===== config.mk =====
export PLATFORM = sky130hd
export DESIGN_NAME = ccd_control
export DESIGN_NICKNAME = d
export VERILOG_FILES = /design/src/design/ccd_pkg.sv /design/src/design/ccd_control.sv
export SDC_FILE = /design/constraint.sdc
export NUM_CORES = 1
export LEC_CHECK = 0
export BUFFER_PORTS_ARGS = -buffer_cell sky130_fd_sc_hd__buf_2
export CORE_MARGIN = 2
export CORE_UTILIZATION = 25
export CTS_CLUSTER_DIAMETER = 150
export DETAILED_ROUTE_END_ITERATION = 12
export SETUP_SLACK_MARGIN = 0.05
export SLEW_MARGIN = 5
export SYNTH_ARGS = -nofsm -noshare
export SYNTH_HDL_FRONTEND = slang
export SYNTH_SLANG_ARGS = --single-unit

===== constraint.sdc =====
create_clock -name clock -period 2.1 [get_ports clock]
set_input_delay 0.21 -clock clock [delete_from_list [all_inputs] [get_ports clock]]
set_output_delay 0.21 -clock clock [all_outputs]
set_load 0.1 [all_outputs]

===== src/design/ccd_pkg.sv =====
// Package with shared constants and types for the connected components search core.
`timescale 1ns / 1ps
package ccd_pkg;
   localparam int MaxNodes = 64;
   localparam int MaxEdges = 256;
   localparam int VW = 7;
   localparam int EAW = $clog2(MaxEdges);
   localparam int ECW = EAW + 1;
   localparam int SAW = $clog2(MaxNodes);
   localparam int SCW = SAW + 1;

   localparam logic [1:0] ACT_ADD = 2'd0;
   localparam logic [1:0] ACT_RUN = 2'd1;
   localparam logic [1:0] ACT_CLR = 2'd2;

   localparam logic [1:0] ST_OK = 2'd0;
   localparam logic [1:0] ST_FULL = 2'd1;
   localparam logic [1:0] ST_RANGE = 2'd2;

   typedef struct packed {
      logic start_run;
      logic do_add;
      logic do_clear;
      logic next_seed;
      logic edge_fetch;
      logic edge_eval;
      logic pop;
   } cmd_type;

   typedef struct packed {
      logic add_ok;
      logic add_range_ok;
      logic seed_done;
      logic seed_unvisited;
      logic edges_left;
      logic found;
      logic stack_empty_after_pop;
      logic all_seen;
   } sts_type;
endpackage


===== src/design/ccd_control.sv =====
// Controller state machine sequencing requests, edge scans and result hand-off.
`timescale 1ns / 1ps
module ccd_control (
   input  logic                   clock,
   input  logic                   reset,
   input  logic                   req_valid,
   output logic                   req_ready,
   input  logic [1:0]             req_action,
   input  logic                   rsp_ready,
   output logic                   rsp_valid,
   output logic                   out_ack,
   output logic [1:0]             out_status,
   output logic                   out_last,
   input  ccd_pkg::sts_type       sts,
   output ccd_pkg::cmd_type       cmd
);
   import ccd_pkg::*;

   localparam logic [2:0] S_IDLE = 3'd0;
   localparam logic [2:0] S_SEED = 3'd1;
   localparam logic [2:0] S_FETCH = 3'd2;
   localparam logic [2:0] S_EVAL = 3'd3;
   localparam logic [2:0] S_POP = 3'd4;
   localparam logic [2:0] S_EMIT = 3'd5;

   logic [2:0] state_ff, state_in;
   logic rsp_valid_ff, rsp_valid_in;
   logic ack_ff, ack_in;
   logic [1:0] status_ff, status_in;
   logic last_ff, last_in;
   logic take;

   assign req_ready = (state_ff == S_IDLE) && (!rsp_valid_ff || rsp_ready);
   assign take = req_valid && req_ready;

   always_comb begin
      state_in = state_ff;
      rsp_valid_in = rsp_valid_ff && !rsp_ready;
      ack_in = ack_ff;
      status_in = status_ff;
      last_in = last_ff;
      cmd = '0;
      unique case (state_ff)
         S_IDLE: begin
            if (take) begin
               if (req_action == ACT_RUN) begin
                  cmd.start_run = 1'b1;
                  state_in = S_SEED;
               end else begin
                  cmd.do_add = (req_action == ACT_ADD);
                  cmd.do_clear = (req_action == ACT_CLR);
                  rsp_valid_in = 1'b1;
                  ack_in = 1'b1;
                  last_in = 1'b1;
                  status_in = ST_OK;
                  if (req_action == ACT_ADD && !sts.add_ok) begin
                     // Range check has priority over the full check.
                     status_in = sts.add_range_ok ? ST_FULL : ST_RANGE;
                  end
               end
            end
         end
         S_SEED: begin
            if (sts.seed_done) begin
               state_in = S_IDLE;
            end else if (!rsp_valid_ff || rsp_ready) begin
               cmd.next_seed = 1'b1;
               if (sts.seed_unvisited) begin
                  state_in = S_EMIT;
               end
            end
         end
         S_EMIT: begin
            rsp_valid_in = 1'b1;
            ack_in = 1'b0;
            status_in = ST_OK;
            last_in = sts.all_seen;
            state_in = sts.all_seen ? S_IDLE : S_FETCH;
         end
         S_FETCH: begin
            if (!sts.edges_left) begin
               state_in = S_POP;
            end else if (!rsp_valid_ff || rsp_ready) begin
               cmd.edge_fetch = 1'b1;
               state_in = S_EVAL;
            end
         end
         S_EVAL: begin
            if (sts.found) begin
               cmd.edge_eval = 1'b1;
               state_in = S_EMIT;
            end else begin
               state_in = S_FETCH;
            end
         end
         S_POP: begin
            if (sts.stack_empty_after_pop) begin
               cmd.pop = 1'b1;
               state_in = S_SEED;
            end else begin
               cmd.pop = 1'b1;
               state_in = S_FETCH;
            end
         end
         default: state_in = S_IDLE;
      endcase
   end

   always_ff @(posedge clock) begin
      if (reset) begin
         state_ff <= S_IDLE;
         rsp_valid_ff <= 1'b0;
      end else begin
         state_ff <= state_in;
         rsp_valid_ff <= rsp_valid_in;
      end
      ack_ff <= ack_in;
      status_ff <= status_in;
      last_ff <= last_in;
   end

   assign rsp_valid = rsp_valid_ff;
   assign out_ack = ack_ff;
   assign out_status = status_ff;
   assign out_last = last_ff;
endmodule


==> metrics.txt, run 1 <==
CTS max path bufs=2; crit-path max FO=9; asr flop ratio synth=0%; hold_sp=reset; DIE AREA=2530 um^2; Clk pwr share=28.8%; Post-CTS Resized=0; core footprint=between 1500 and 2000 um^2; CTS H-tree lvls=1; TritonRoute pass-1 iters=2; largest net degree at the start of global routing=11; FP Rows=16; Synth Cell Area=536 um^2; vias in the first global route=447; CTS tree=done; GPL Wtd Cong=just over 0.8; IO Count=27; DP HPWL=between 900 and 1000 um; CTS Buf Count=3; DR WL/cell=10.3 um; Die Wd=about 50 um; Max VDD drop=roughly 300 uV; Setup violations, final=0; leakage power=~0.33 nW; slew margin rel.=around 68%; critical path type=reg2out; PortBufs=26; Mapped Cells=60; gr ovfl total=0; Sink Count=8; Final ANT Viol Nets=0; fin. max-slew vios=0; R2R cell count=4; Critical Path RT=1.89 ns; Final min period=approximately 2 ns; root buffer cell=clkbuf_4; Layout Nets=102; Worst setup endpoint=cmd[5]; Worst-Margin Slew=0.487 ns; Worst EP arrival=~1.7 ns; initial antenna violation count=0; status=finished clean; DR vias/cell=between 4 and 5; Hold Path Class=in2reg; drt total wl=~1200 um; setup bufs post-CTS=0; GRT Total Usage=a little over a tenth; Yosys top cell by area=edfxtp_1; Worst R2R Start=rsp_valid; crit path launch type=register; DRT iter0 DRCs=7; CP Capture Type=output pin; launch point of the worst path=state_ff[1]; most frequent cell after synthesis=nor2_1; r2r setup slk=0.62 ns; Yosys Warn Count=0; combinational power share=a little under a third; later-pin clock latency in the skew report=between 0.2 and 0.3 ns; RSZ-0062 raised after global routing=no; Synth Flop Type=edfxtp_1; worst clock skew=approximately 0.006 ns; post-synthesis area per instance=around 8.9 um^2; first-pass GRT wire length=roughly 2000 um; max-cap viol count=0; Seq/Total Area, Yosys=~37%; synthesized flop and latch total=8; Sw Ratio=a little under two fifths; Initial Util=27.0%; Hold Vio Cnt, Final=0; synth unique cells=28; non-filler instance count after layout=roughly 110; syn_nets=74; power density over the cells=about 610 nW/um^2; P_int=278 uW; CTS clk-pin slew, worst paths=roughly 0.06 ns; Layout area overhead=36.9%; placed cell count=110; Final Core Density=~37%; reg2reg end=out_status[0]; share of the synthesized area in the top cell type=roughly 22%; TNS Setup=0 ns; NetSw=166 uW; ant diodes=0; Peak Freq=approximately 500 MHz; share of cells above drive strength 1=~47%; EDFF count, synth=4; period utilization=92.5%; Post-CTS Hold Buffers=0; DRC viols=0; Die Y=50.3 um; Area contributors post-synth=edfxtp_1 22%, dfxtp_1 15%, nor3b_2 7.0%, nor2b_1 4.7%, buf_6 4.2%; sequential share of power=approximately two fifths; via count=about 500
placed cells by master (no fill, tap or decap):
cell type,n
a211oi_1,1
a21oi_1,4
a31oi_1,1
and2_1,2
and2_4,1
and3_1,2
buf_2,25
clkbuf_1,1
clkbuf_4,4
dfxtp_1,3
dfxtp_4,1
edfxtp_1,4
inv_1,4
inv_2,1
nand2_1,3
nand2_4,1
nand2b_1,3
nand3_1,1
nand3b_1,1
nand4b_1,1
nor2_1,4
nor2_2,2
nor2b_1,4
nor3_1,3
nor3_4,2
nor3b_2,2
nor3b_4,1
o211a_1,1
o211ai_1,1
o21ai_1,1
o31a_1,1
o31ai_2,1
logic make-up after synthesis:
kind of cell	after synthesis	synth area share [%]
flip-flops	8	37.4
AO/OA/AOI/OAI	11	14.5
AND/OR/NAND/NOR	33	39.5
buffers and inverters	8	8.64
cell type report:
cell class / count / area, um^2
clock buffer: 4 / 26.3
sequential: 8 / 204
multi-input combinational: 44 / 318
inverter: 5 / 18.8
timing repair buffer: 26 / 133
tap: 27 / 33.8
fill: 203 / 1250
routing by layer:
layer,GRT usage (%),wire [um],vias to the layer above
li1,-,-,262
met5,0,0,-
met2,15.1,516,13
met4,5.56,20,0
met3,4.46,63,4
met1,13.7,576,223
worst min path at each step:
stage	endpoint	slack, ns	cells past startpoint
after floorplan	rsp_valid	0.27	1
after detailed placement	rsp_valid	0.38	2
after global routing	rsp_valid	0.12	2
after global placement	rsp_valid	0.38	2
after CTS	rsp_valid	0.10	2
final	rsp_valid	0.11	2
worst max-delay path, cell delays in order, from the launching register on:
cell and delay, ns:
dfxtp_1 0.41, nor3_4 0.26, and2_4 0.19, nand2_4 0.07, nor3_4 0.10, buf_2 0.44
per-stage QoR:
stage	power, mW	worst slack, ns	hold slack [ns]	area [um^2]
detailed placement	0.320	0.365	0.378	704
floorplan	0.290	-0.0633	0.270	568
global placement	0.319	0.413	0.378	704
global route	0.470	0.0702	0.118	733
finish	0.444	0.157	0.114	733
CTS	0.451	0.0806	0.104	731
power by group through the flow:
| stage | logic [mW] | registers, mW | clock network, mW |
|---|---|---|---|
| 2_1_floorplan | 0.0841 | 0.206 | 0 |
| 3_3_place_gp | 0.141 | 0.178 | 0 |
| 3_5_place_dp | 0.142 | 0.178 | 0 |
| 4_1_cts | 0.142 | 0.175 | 0.134 |
| 5_1_grt | 0.149 | 0.175 | 0.146 |
| 6_report | 0.142 | 0.175 | 0.128 |
state kept, by name, indices dropped and copies added (netlist names):
name and count:
out_status 2, rsp_valid 1, out_last 1, state_ff 3, out_ack 1
No activity file was read; power rests on OpenSTA's default activity.
==> run 2: changes to the inputs <==
==> constraint.sdc (replaced) <==
create_clock -name clock -period 2.1 [get_ports clock]
set_input_delay 0.42 -clock clock [delete_from_list [all_inputs] [get_ports clock]]
set_output_delay 0.42 -clock clock [all_outputs]
set_load 0.1 [all_outputs]
==> run 2 against run 1 <==
Via count is 1.2% lower. Die area unchanged. Combinational power up 9%. Count of clock-buffer cells in the layout unchanged. Worst hold slack better by 0.22 ns. Register-to-register slack improved by 0.04 ns. Clock skew shrank 0.0055 ns. First-iteration DRC count is the same. Critical path depth did not move. Sequential share of layout area shrank 2.5 points. Critical path type unchanged. Largest power group unchanged. Highest routed layer unchanged.
==> metrics.txt, run 2 (synthesis results as in run 1) <==
TritonRoute pass-1 iters=4 (+2); most common cell after layout, fill and taps aside=buf_2; hold_sp=reset; final hold slack=0.330 ns (+0.216 ns); r2r setup slk=0.66 ns (+0.04 ns); share of cells above drive strength 1=51.1% (+4.0 points); via count=496 (-1.2%); launch point of the worst path=state_ff[1]; Layout area overhead=53.0%; Hold Vio Cnt, Final=0 (unchanged); core footprint=1980 um^2 (unchanged); gr ovfl total=0 (unchanged); IO Count=27 (unchanged); crit path launch type=register; max-cap viol count=0 (unchanged); FP Rows=16 (unchanged); peak-usage layer in the global routing report=met2; Sink Count=8 (unchanged); drt total wl=1280 um (+9.3%); initial antenna violation count=0 (unchanged); CTS Buf Count=3 (unchanged); Max VDD drop=201 uV (-33%); Die Y=50.3 um (unchanged); DR vias/cell=4.31 (-2.1%); Worst-Margin Slew=0.485 ns (-0.00197 ns); power density over the cells=557 nW/um^2 (-8.0%); PortBufs=26 (unchanged); DRT iter0 DRCs=7 (unchanged); Initial Util=27.0% (unchanged); DR WL/cell=11.2 um (+8.3%); ant diodes=0 (unchanged); CP max stage cell=dfxtp_2; crit-path max FO=9 (unchanged); Hold Path Class=in2reg; Post-CTS Hold Buffers=0 (unchanged); later-pin clock latency in the skew report=0.25 ns (about the same); CTS H-tree lvls=1 (unchanged); GRT Total Usage=11.9% (+1.2 points); CTS tree=done; DIE AREA=2530 um^2 (unchanged); Cell Chain, Critical Path=nor3_4 -> and2_4 -> nand2_4 -> nor3b_4 -> buf_12; reg2reg end=out_status[0]; Hold Path Depth=2 (unchanged); DP HPWL=1080 um (+9.5%); Final Core Density=41.4% (+4.4 points); period utilization=93.3% (+0.75 points); status=finished clean; Critical Path RT=1.68 ns (-0.21 ns); fin. max-slew vios=0 (unchanged); met1 usage=15.2% (+1.5 points); vias in the first global route=468 (+4.7%); Final min period=1.96 ns (+0.0158 ns); worst clock skew=0.000315 ns (-0.00553 ns); CTS clk-pin slew, worst paths=0.05 ns (about the same); first-pass GRT wire length=2180 um (+10%); Worst R2R Start=rsp_valid; CTS max path bufs=2 (unchanged); leakage power=0.348 nW (+6.7%); GPL Wtd Cong=0.734 (-10%); critical path type=reg2out; root buffer cell=clkbuf_4; Largest stage delay, worst path=0.37 ns (-0.07 ns); placed cell count=111 (+0.91%); met2 usage=16.9% (+1.8 points); GR Layer Usage met3=4.46% (unchanged); Largest Register=state_ff; RSZ-0062 raised after global routing=no; Die Wd=50.3 um (unchanged); largest net degree at the start of global routing=11 (unchanged); max FFs per register=3 (unchanged); DRC viols=0 (unchanged); Layout Nets=103 (+0.98%); slew margin rel.=67.9% (+0.13 points); non-filler instance count after layout=115 (+0.88%); CP Capture Type=output pin; R2R cell count=4 (unchanged); Peak Freq=511 MHz (-0.81%); Final ANT Viol Nets=0 (unchanged); Setup violations, final=0 (unchanged); most frequent cells in the layout=20 x buf_2, 5 x buf_12; Hold Path End=rsp_valid; Worst EP arrival=1.54 ns (-0.19 ns); setup bufs post-CTS=0 (unchanged)
## run 2: cell count changes in the layout (fill, tap and decap cells not counted)
cell      previous run  this run
buf_12               0         5
buf_2               25        20
dfxtp_1              3         0
dfxtp_2              0         3
buf_4                0         2
clkbuf_4             4         3
## run 2: timing repair
item / in CTS / in global routing
setup endpoints to repair: 1 / 4
resized for setup: 1 / 3
cloned: 0 / 0
## run 2: critical path: cells and delay by family, from the launching register on
family | cells | cell delay [ns]
simple gates | 4 | 0.71
flops | 1 | 0.37
buf+inv | 1 | 0.20
## run 2: stage by stage
step	total power, mW	setup slack [ns]	TNS [ns]	instance area, um^2
finish	0.457	0.142	0	820
global route	0.483	0.0707	0	820
CTS	0.463	0.0651	0	816
detailed placement	0.334	0.303	0	787
global placement	0.333	0.306	0	787
floorplan	0.290	-0.273	-0.704	568
## run 2: report_power, final
part,internal (mW),switching (mW)
sequential,0.170,0.00543
clock,0.0728,0.0535
combinational,0.0466,0.108
total,0.290,0.167
## run 2: worst max path at each step
stage | end | slack [ns] | cells past startpoint
after floorplan | cmd[4] | -0.27 | 5
after global placement | cmd[1] | 0.31 | 3
after detailed placement | cmd[1] | 0.30 | 3
after CTS | cmd[4] | 0.07 | 5
after global routing | cmd[4] | 0.07 | 5
final | cmd[4] | 0.14 | 5
## run 2: layout make-up
| cell class | instances | area (um^2) |
|---|---|---|
| clock buffers | 4 | 26.3 |
| fillers | 211 | 1160 |
| inverters | 5 | 18.8 |
| multi-input cells | 44 | 318 |
| flip-flops and latches | 8 | 208 |
| well taps | 27 | 33.8 |
| repair buffers | 27 | 215 |
## run 2: routing by layer
| layer | up-vias | wire [um] |
|---|---|---|
| li1 | 264 | - |
| met1 | 215 | 580 |
| met2 | 13 | 613 |
| met3 | 4 | 69 |
| met4 | 0 | 20 |
| met5 | - | 0 |
